--- config.mk ---
export PLATFORM = sky130hd
export DESIGN_NAME = weighted_random_index_picker_core
export DESIGN_NICKNAME = d
export VERILOG_FILES = /design/src/hdl/wrip_pkg.sv /design/src/hdl/weighted_random_index_picker_core.sv
export SDC_FILE = /design/constraint.sdc
export NUM_CORES = 2
export LEC_CHECK = 0
export BUFFER_PORTS_ARGS = -buffer_cell sky130_fd_sc_hd__buf_4
export CAP_MARGIN = 20
export CORE_MARGIN = 2
export CORE_UTILIZATION = 60
export DETAILED_ROUTE_END_ITERATION = 8
export GPL_TIMING_DRIVEN = 1
export PLACE_DENSITY = 0.76
export RECOVER_POWER = 50
export SYNTH_ARGS = -nofsm -noshare
export SYNTH_HDL_FRONTEND = slang
export SYNTH_SLANG_ARGS = --single-unit
--- constraint.sdc ---
create_clock -name clock -period 7.4 [get_ports clock]
set_clock_uncertainty 0.1 [all_clocks]
set_input_delay 2.22 -clock clock [delete_from_list [all_inputs] [get_ports clock]]
set_output_delay 2.22 -clock clock [all_outputs]
set_load 0.05 [all_outputs]
--- src/hdl/wrip_pkg.sv ---
`timescale 1ns / 1ps
// Shared sizes, operation codes, status codes and state encoding for the
// weighted random index picker. No dependencies.
package wrip_pkg;

   localparam int MAX_ENTRIES  = 64;
   localparam int WEIGHT_BITS  = 16;
   localparam int RAND_BITS    = 32;

   localparam int IDX_BITS     = $clog2(MAX_ENTRIES);
   localparam int CNT_BITS     = $clog2(MAX_ENTRIES + 1);
   localparam int TOTAL_BITS   = WEIGHT_BITS + IDX_BITS;
   localparam int DIV_CNT_BITS = $clog2(RAND_BITS);

   typedef enum logic [1:0] {
      OP_CLEAR  = 2'd0,
      OP_APPEND = 2'd1,
      OP_PICK   = 2'd2
   } op_type;

   typedef enum logic [1:0] {
      ST_OK         = 2'd0,
      ST_ZERO_TOTAL = 2'd1,
      ST_FULL       = 2'd2
   } status_type;

   typedef enum logic [4:0] {
      S_IDLE     = 5'b00001,
      S_DIV      = 5'b00010,
      S_SRCH_RD  = 5'b00100,
      S_SRCH_CMP = 5'b01000,
      S_DONE     = 5'b10000
   } state_type;

endpackage

--- src/hdl/weighted_random_index_picker_core.sv ---
`timescale 1ns / 1ps
// Weighted random index picker: prefix-sum table in a synchronous RAM,
// bit-serial modulo and binary search. Depends on wrip_pkg.
//
// Usage:
//   Request channel (req_valid / req_stall) carries one transaction: an op
//   (clear, append weight, pick index), a weight and a 32-bit random word.
//   Response channel (rsp_valid / rsp_stall) returns exactly one transaction
//   per request: picked index, status and the entry count after the op.
//   Clear and append go to the done state, which loads the output register
//   once it is free; the next request is taken back in idle. A pick runs a
//   restoring modulo of the random word by the running total, one bit per
//   cycle, then a binary search over the prefix-sum RAM, each step a RAM read
//   state and a compare state, for ceil(log2(count)) steps plus a final check.
//   One transaction is in flight at a time; req_stall is high while it runs.
//   A finished response sits in the output register; the block keeps taking
//   a new request meanwhile, and holds its next result until rsp_stall drops.
//   Synchronous reset empties the table (count and total to zero) and drops
//   any pending response; the RAM contents are left as they are.
module weighted_random_index_picker_core (
   input  logic                               clock,
   input  logic                               reset,
   input  logic                               req_valid,
   output logic                               req_stall,
   input  logic [1:0]                         req_op,
   input  logic [15:0]                        req_weight,
   input  logic [wrip_pkg::RAND_BITS-1:0]     req_random_value,
   output logic                               rsp_valid,
   input  logic                               rsp_stall,
   output logic [wrip_pkg::IDX_BITS-1:0]      rsp_index,
   output logic [1:0]                         rsp_status,
   output logic [wrip_pkg::CNT_BITS-1:0]      rsp_entry_count
);

   localparam int TB = wrip_pkg::TOTAL_BITS;
   localparam int IB = wrip_pkg::IDX_BITS;
   localparam int CB = wrip_pkg::CNT_BITS;
   localparam int RB = wrip_pkg::RAND_BITS;
   localparam int DB = wrip_pkg::DIV_CNT_BITS;

   // Prefix-sum table, one write port (append) and one registered read (search)
   logic [TB-1:0] mem [wrip_pkg::MAX_ENTRIES];
   logic          mem_we;
   logic [IB-1:0] rd_addr;
   logic [TB-1:0] rd_data_ff;

   wrip_pkg::state_type  state_ff, state_in;
   logic [CB-1:0]        count_ff, count_in;
   logic [TB-1:0]        total_ff, total_in;
   logic [TB-1:0]        rem_ff, rem_in;
   logic [RB-1:0]        rnd_ff, rnd_in;
   logic [DB-1:0]        bit_cnt_ff, bit_cnt_in;
   logic [IB-1:0]        lo_ff, lo_in;
   logic [IB-1:0]        hi_ff, hi_in;
   logic [IB-1:0]        res_index_ff, res_index_in;
   wrip_pkg::status_type res_status_ff, res_status_in;
   logic                 rsp_valid_ff, rsp_valid_in;
   logic [IB-1:0]        rsp_index_ff, rsp_index_in;
   wrip_pkg::status_type rsp_status_ff, rsp_status_in;
   logic [CB-1:0]        rsp_count_ff, rsp_count_in;

   logic [TB-1:0]        append_sum;
   logic [TB:0]          rem_shift;
   logic [TB-1:0]        rem_next;
   logic [IB:0]          mid_sum;
   logic [IB-1:0]        mid;
   logic                 out_free;

   assign req_stall       = (state_ff != wrip_pkg::S_IDLE);
   assign rsp_valid       = rsp_valid_ff;
   assign rsp_index       = rsp_index_ff;
   assign rsp_status      = rsp_status_ff;
   assign rsp_entry_count = rsp_count_ff;

   // Output slot is free when empty or being taken this cycle
   assign out_free = !rsp_valid_ff || !rsp_stall;

   // Only the low WEIGHT_BITS of the weight count toward the total
   assign append_sum = total_ff + TB'(req_weight[wrip_pkg::WEIGHT_BITS-1:0]);

   // One restoring step of the modulo: shift in the next random bit,
   // subtract the total when the partial remainder reaches it
   assign rem_shift = {rem_ff, rnd_ff[RB-1]};
   always_comb begin
      if (rem_shift >= {1'b0, total_ff}) begin
         rem_next = TB'(rem_shift - {1'b0, total_ff});
      end else begin
         rem_next = rem_shift[TB-1:0];
      end
   end

   // Binary search midpoint; lo and hi stay put between issue and compare
   assign mid_sum = {1'b0, lo_ff} + {1'b0, hi_ff};
   assign mid     = mid_sum[IB:1];
   assign rd_addr = mid;

   always_comb begin
      state_in      = state_ff;
      count_in      = count_ff;
      total_in      = total_ff;
      rem_in        = rem_ff;
      rnd_in        = rnd_ff;
      bit_cnt_in    = bit_cnt_ff;
      lo_in         = lo_ff;
      hi_in         = hi_ff;
      res_index_in  = res_index_ff;
      res_status_in = res_status_ff;
      rsp_valid_in  = rsp_valid_ff;
      rsp_index_in  = rsp_index_ff;
      rsp_status_in = rsp_status_ff;
      rsp_count_in  = rsp_count_ff;
      mem_we        = 1'b0;

      // Drop the response once the receiver takes it
      if (rsp_valid_ff && !rsp_stall) begin
         rsp_valid_in = 1'b0;
      end

      unique case (state_ff)
         wrip_pkg::S_IDLE: begin
            if (req_valid) begin
               res_index_in  = '0;
               res_status_in = wrip_pkg::ST_OK;
               state_in      = wrip_pkg::S_DONE;
               case (wrip_pkg::op_type'(req_op))
                  wrip_pkg::OP_CLEAR: begin
                     count_in = '0;
                     total_in = '0;
                  end
                  wrip_pkg::OP_APPEND: begin
                     if (count_ff >= CB'(wrip_pkg::MAX_ENTRIES)) begin
                        res_status_in = wrip_pkg::ST_FULL;
                     end else begin
                        mem_we   = 1'b1;
                        total_in = append_sum;
                        count_in = count_ff + CB'(1);
                     end
                  end
                  wrip_pkg::OP_PICK: begin
                     if (total_ff == '0 || count_ff == '0) begin
                        res_status_in = wrip_pkg::ST_ZERO_TOTAL;
                     end else begin
                        // Start the modulo; the answer lies in [0, count-1]
                        state_in   = wrip_pkg::S_DIV;
                        rem_in     = '0;
                        rnd_in     = req_random_value;
                        bit_cnt_in = DB'(RB - 1);
                        lo_in      = '0;
                        hi_in      = IB'(count_ff - CB'(1));
                     end
                  end
                  default: begin
                     // Unused code: no operation, plain OK response
                  end
               endcase
            end
         end

         wrip_pkg::S_DIV: begin
            rem_in     = rem_next;
            rnd_in     = {rnd_ff[RB-2:0], 1'b0};
            bit_cnt_in = bit_cnt_ff - DB'(1);
            if (bit_cnt_ff == '0) begin
               state_in = wrip_pkg::S_SRCH_RD;
            end
         end

         wrip_pkg::S_SRCH_RD: begin
            // Read of mem[mid] is issued this cycle; it is used unless the range closed
            if (lo_ff == hi_ff) begin
               res_index_in = lo_ff;
               state_in     = wrip_pkg::S_DONE;
            end else begin
               state_in = wrip_pkg::S_SRCH_CMP;
            end
         end

         wrip_pkg::S_SRCH_CMP: begin
            // Keep the first entry whose prefix sum exceeds the target
            if (rd_data_ff > rem_ff) begin
               hi_in = mid;
            end else begin
               lo_in = mid + IB'(1);
            end
            state_in = wrip_pkg::S_SRCH_RD;
         end

         wrip_pkg::S_DONE: begin
            // Hold the result until the output register can take it
            if (out_free) begin
               rsp_valid_in  = 1'b1;
               rsp_index_in  = res_index_ff;
               rsp_status_in = res_status_ff;
               rsp_count_in  = count_ff;
               state_in      = wrip_pkg::S_IDLE;
            end
         end

         default: begin
            state_in = wrip_pkg::S_IDLE;
         end
      endcase
   end

   always_ff @(posedge clock) begin
      if (mem_we) begin
         mem[count_ff[IB-1:0]] <= append_sum;
      end
      rd_data_ff <= mem[rd_addr];
   end

   always_ff @(posedge clock) begin
      if (reset) begin
         state_ff     <= wrip_pkg::S_IDLE;
         count_ff     <= '0;
         total_ff     <= '0;
         rsp_valid_ff <= 1'b0;
      end else begin
         state_ff     <= state_in;
         count_ff     <= count_in;
         total_ff     <= total_in;
         rsp_valid_ff <= rsp_valid_in;
      end
   end

   always_ff @(posedge clock) begin
      rem_ff        <= rem_in;
      rnd_ff        <= rnd_in;
      bit_cnt_ff    <= bit_cnt_in;
      lo_ff         <= lo_in;
      hi_ff         <= hi_in;
      res_index_ff  <= res_index_in;
      res_status_ff <= res_status_in;
      rsp_index_ff  <= rsp_index_in;
      rsp_status_ff <= rsp_status_in;
      rsp_count_ff  <= rsp_count_in;
   end

   // Table never holds more than its capacity
   a_count_bound: assert property (@(posedge clock) disable iff (reset)
      count_ff <= CB'(wrip_pkg::MAX_ENTRIES))
      else $error("entry count above capacity");

   // Partial remainder stays below the divisor during the modulo and search reads
   a_rem_bound: assert property (@(posedge clock) disable iff (reset)
      (state_ff == wrip_pkg::S_DIV || state_ff == wrip_pkg::S_SRCH_RD) |->
      (rem_ff < total_ff))
      else $error("modulo remainder not below total");

   // Search range stays ordered and inside the filled part of the table
   a_search_range: assert property (@(posedge clock) disable iff (reset)
      (state_ff == wrip_pkg::S_SRCH_RD) |->
      (lo_ff <= hi_ff && CB'(hi_ff) < count_ff))
      else $error("search range outside table");

   // Failed operations report index zero
   a_err_index: assert property (@(posedge clock) disable iff (reset)
      (rsp_valid_ff && rsp_status_ff != wrip_pkg::ST_OK) |-> (rsp_index_ff == '0))
      else $error("nonzero index on error status");

   // A pick only runs with entries present
   a_pick_nonempty: assert property (@(posedge clock) disable iff (reset)
      $rose(state_ff == wrip_pkg::S_DIV) |-> (count_ff != '0 && total_ff != '0))
      else $error("pick started on empty table");

endmodule
==> impl_results.md <==
* Post_cts resized at 0
* Core Region at 103000 um2
* CTS HTree Levels at 4
* First-pass GRT wire length at 225 mm
* GRT Util Overall at 29.7%
* Count of hold-fix buffers inserted at cts at 0
* Critical path arrival at 6.61 ns
* Largest cells by area after synthesis: edfxtp_1 (72%), mux4_2 (17%), dfxtp_1 (1.8%)
* Final hold vios at 0
* Width of the die at 326 um
* Die ar. at 106000 um2
* Number of fillers in the final layout at 6213
* Post-Syn Instances at 2977
* Netlist cell types at 63
* Failing checks: max-capacitance violations, max-slew violations
* CP top delay family: buffers and inverters
* TNS Setup at 0 ns
* Initial antenna violation count at 12
* Total leakage power at 22.7 nW
* Final setup fails at 0
* Drt total wl at 155 mm
* Vias per cell at 6.73
* Number of global-route vias before repair at 32300
* Ys flop type: edfxtp_1
* Clk_lat worst skew at 0.77 ns
* Crit-path cells: ha_1 -> inv_1 -> fa_1 -> xnor2_2 -> clkbuf_1 -> buf_4 -> mux4_2 -> mux4_2 -> mux4_2
* Post-route DRC violation count at 0
* Leading area contributor after synthesis: edfxtp_1
* Routed length per placed instance at 32.9 um
* Startpoint type of the worst setup path: flip-flop
* EDFF count, synth at 1502
* Net Count, Synth at 3108
* Synth Area in Simple Gates at 2.97%
* Worst-path clk slew at 0.06 ns
* Largest net degree at the start of global routing at 158
* Reg2reg path depth at 9
* CP bufs+invs at 3
* Synthesized area at 62200 um2
* Post-synth top cells: edfxtp_1 (1502), mux4_2 (462), nor2_1 (153)
* CTS buffer count at 153
* Post-synthesis mux area share at 16.9%
* CTS tree: yes
* Cell count of the worst hold path at 0
* Nets at 3322
* Seq cells post-synth at 1559
* Port Buffers at 70
* CP required at 7.90 ns
* Complex-gate fraction of the synthesized area at 2.07%
* Max IR drop VDD at 197 uV
* Min-Delay Path Class: reg -> reg
* Crit-path max cell delay at 2.05 ns
* Row count at 118
* Count leader, synth: edfxtp_1
* Total power at 18.4 mW
* Status: finished, violations left
* Setup Fix Bufs, Post-CTS at 0
* Critical path's slowest cell: clkbuf_1
* XOR/XNOR Fraction of Synth Area at 0.746%
* Cell with the most instances on the worst path: mux4_2
* Worst setup EP type: flip-flop
* RSZ-0062 raised after global routing: no
* Share of cells above drive strength 1 at 26.4%
* Min Tclk post-route at 6.11 ns
* CP Class: reg -> reg
* Vias at 31700
* Synth Area in Adders at 1.58%
* Largest family of logic cells by synthesized area: multiplexers
* Starting density of the core at 60.3%
* I/O pins at 71
* Dpl hpwl at 85.8 mm
* Final period util at 82.6%
* Worst path depth at 9
* Actual slew at the worst max-slew pin at 3.71 ns
* FMAX at 164 MHz
* Synth warnings at 0
* Post-synth top area share at 72.5%
* Chip height at 326 um
* Register area share after synthesis at 74.3%
* Max-cap viol count at 56
* Ys async rst share at 0%
* Relative slew margins at -147%
* Worst-path fanout max at 49
* Syn avg cell area at 20.9 um2
* Pwr/cell area at 262 nW/um2
* Layout Area Growth over Synthesis at 12.7%
* GRT overflow at 0
* # clock sinks at 1559
* Placer Congestion at 0.897
* Drt initial violations at 4195
* TritonRoute pass-1 iters at 6
* Root Buffer: clkbuf_16
* Max Slew Vio Count at 1622
* ANT nets after route at 0
* Clock buffer depth at 3
## layout by cell type, fill, tap and decap left out, types with 8 or more instances in the layout
cell,instances
a211oi_1,8
a21o_1,27
a21oi_1,53
a22oi_1,12
a31oi_1,8
and3_1,9
buf_12,8
buf_4,99
bufinv_16,18
clkbuf_1,101
clkbuf_16,154
clkinv_1,37
clkinv_2,22
clkinvlp_4,8
dfxtp_1,57
diode_2,8
edfxtp_1,1502
ha_1,74
inv_1,69
mux2i_1,14
mux4_2,462
nand2_1,139
nand3_1,24
nand4_1,14
nor2_1,103
nor2_2,50
nor2b_1,11
nor3_1,15
nor4_1,9
o21a_1,14
o21ai_0,24
or3_1,11
xnor2_1,16
xnor2_2,16
xor2_1,17
## per-stage QoR
step                      area [um2]  util [%]  cells  hold WS, ns  worst slack, ns
after floorplan                62200         -   2977        0.300            0.830
after global placement         65300      63.3   4407        0.306             1.55
after detailed placement       65400      63.4   4411        0.307             1.43
after CTS                      70500      68.3   4691        0.321             2.20
after global routing           70100      67.9   4696        0.329             1.16
final                          70100      68.0   4704        0.320             1.29
## metal layers
metal	GRT usage (%)	part of all wire, %
met1	40.2	36
met2	47.9	49
met3	6.68	10
met4	11.7	4.5
met5	0	0.059
## power by group
group / total (mW) / leakage (nW) / switching [mW] / internal (mW)
registers: 9.83 / 14.2 / 0.0219 / 9.81
logic: 0.681 / 6.04 / 0.493 / 0.189
clock network: 7.85 / 2.47 / 3.34 / 4.51
total: 18.4 / 22.7 / 3.85 / 14.5
## worst paths after layout
check                   startpoint  slack (ns)       endpoint
setup / recovery          lo_ff[0]        1.29  rd_data_ff[0]
hold / removal    res_status_ff[1]        0.32  rsp_status[1]
setup reg to reg          lo_ff[0]        1.29  rd_data_ff[0]
hold reg to reg   res_status_ff[1]        0.32  rsp_status[1]
## layout make-up
class                   count  area [um2]  share of cell area, %
inverters                  69         259                  0.369
diodes                      8        20.0                 0.0285
repair buffers            194        1320                   1.88
multi-input cells        1214       15500                   22.0
flip-flops and latches   1559       46200                   65.9
clock inverters           102        1150                   1.64
well taps                1380        1730                   2.46
clock buffers             178        3950                   5.64
## sequential cells by signal, indices dropped and copies added (netlist names), 7 cells and up
| name | flops |
|---|---|
| mem | 1408 |
| rnd_ff | 32 |
| rem_ff | 22 |
| rd_data_ff | 22 |
| total_ff | 22 |
| rsp_entry_count | 7 |
| count_ff | 7 |
## logic make-up (layout without fill, tap and decap cells)
kind of cell | count (synthesis) | after routing
multiplexers | 476 | 476
buffers and inverters | 204 | 543
flip-flops | 1559 | 1559
other | 0 | 8
XOR/XNOR | 53 | 53
AND/OR/NAND/NOR | 416 | 416
AO/OA/AOI/OAI | 192 | 192
adder cells (fa/ha/maj) | 77 | 77
No activity file was read; power rests on OpenSTA's default activity.
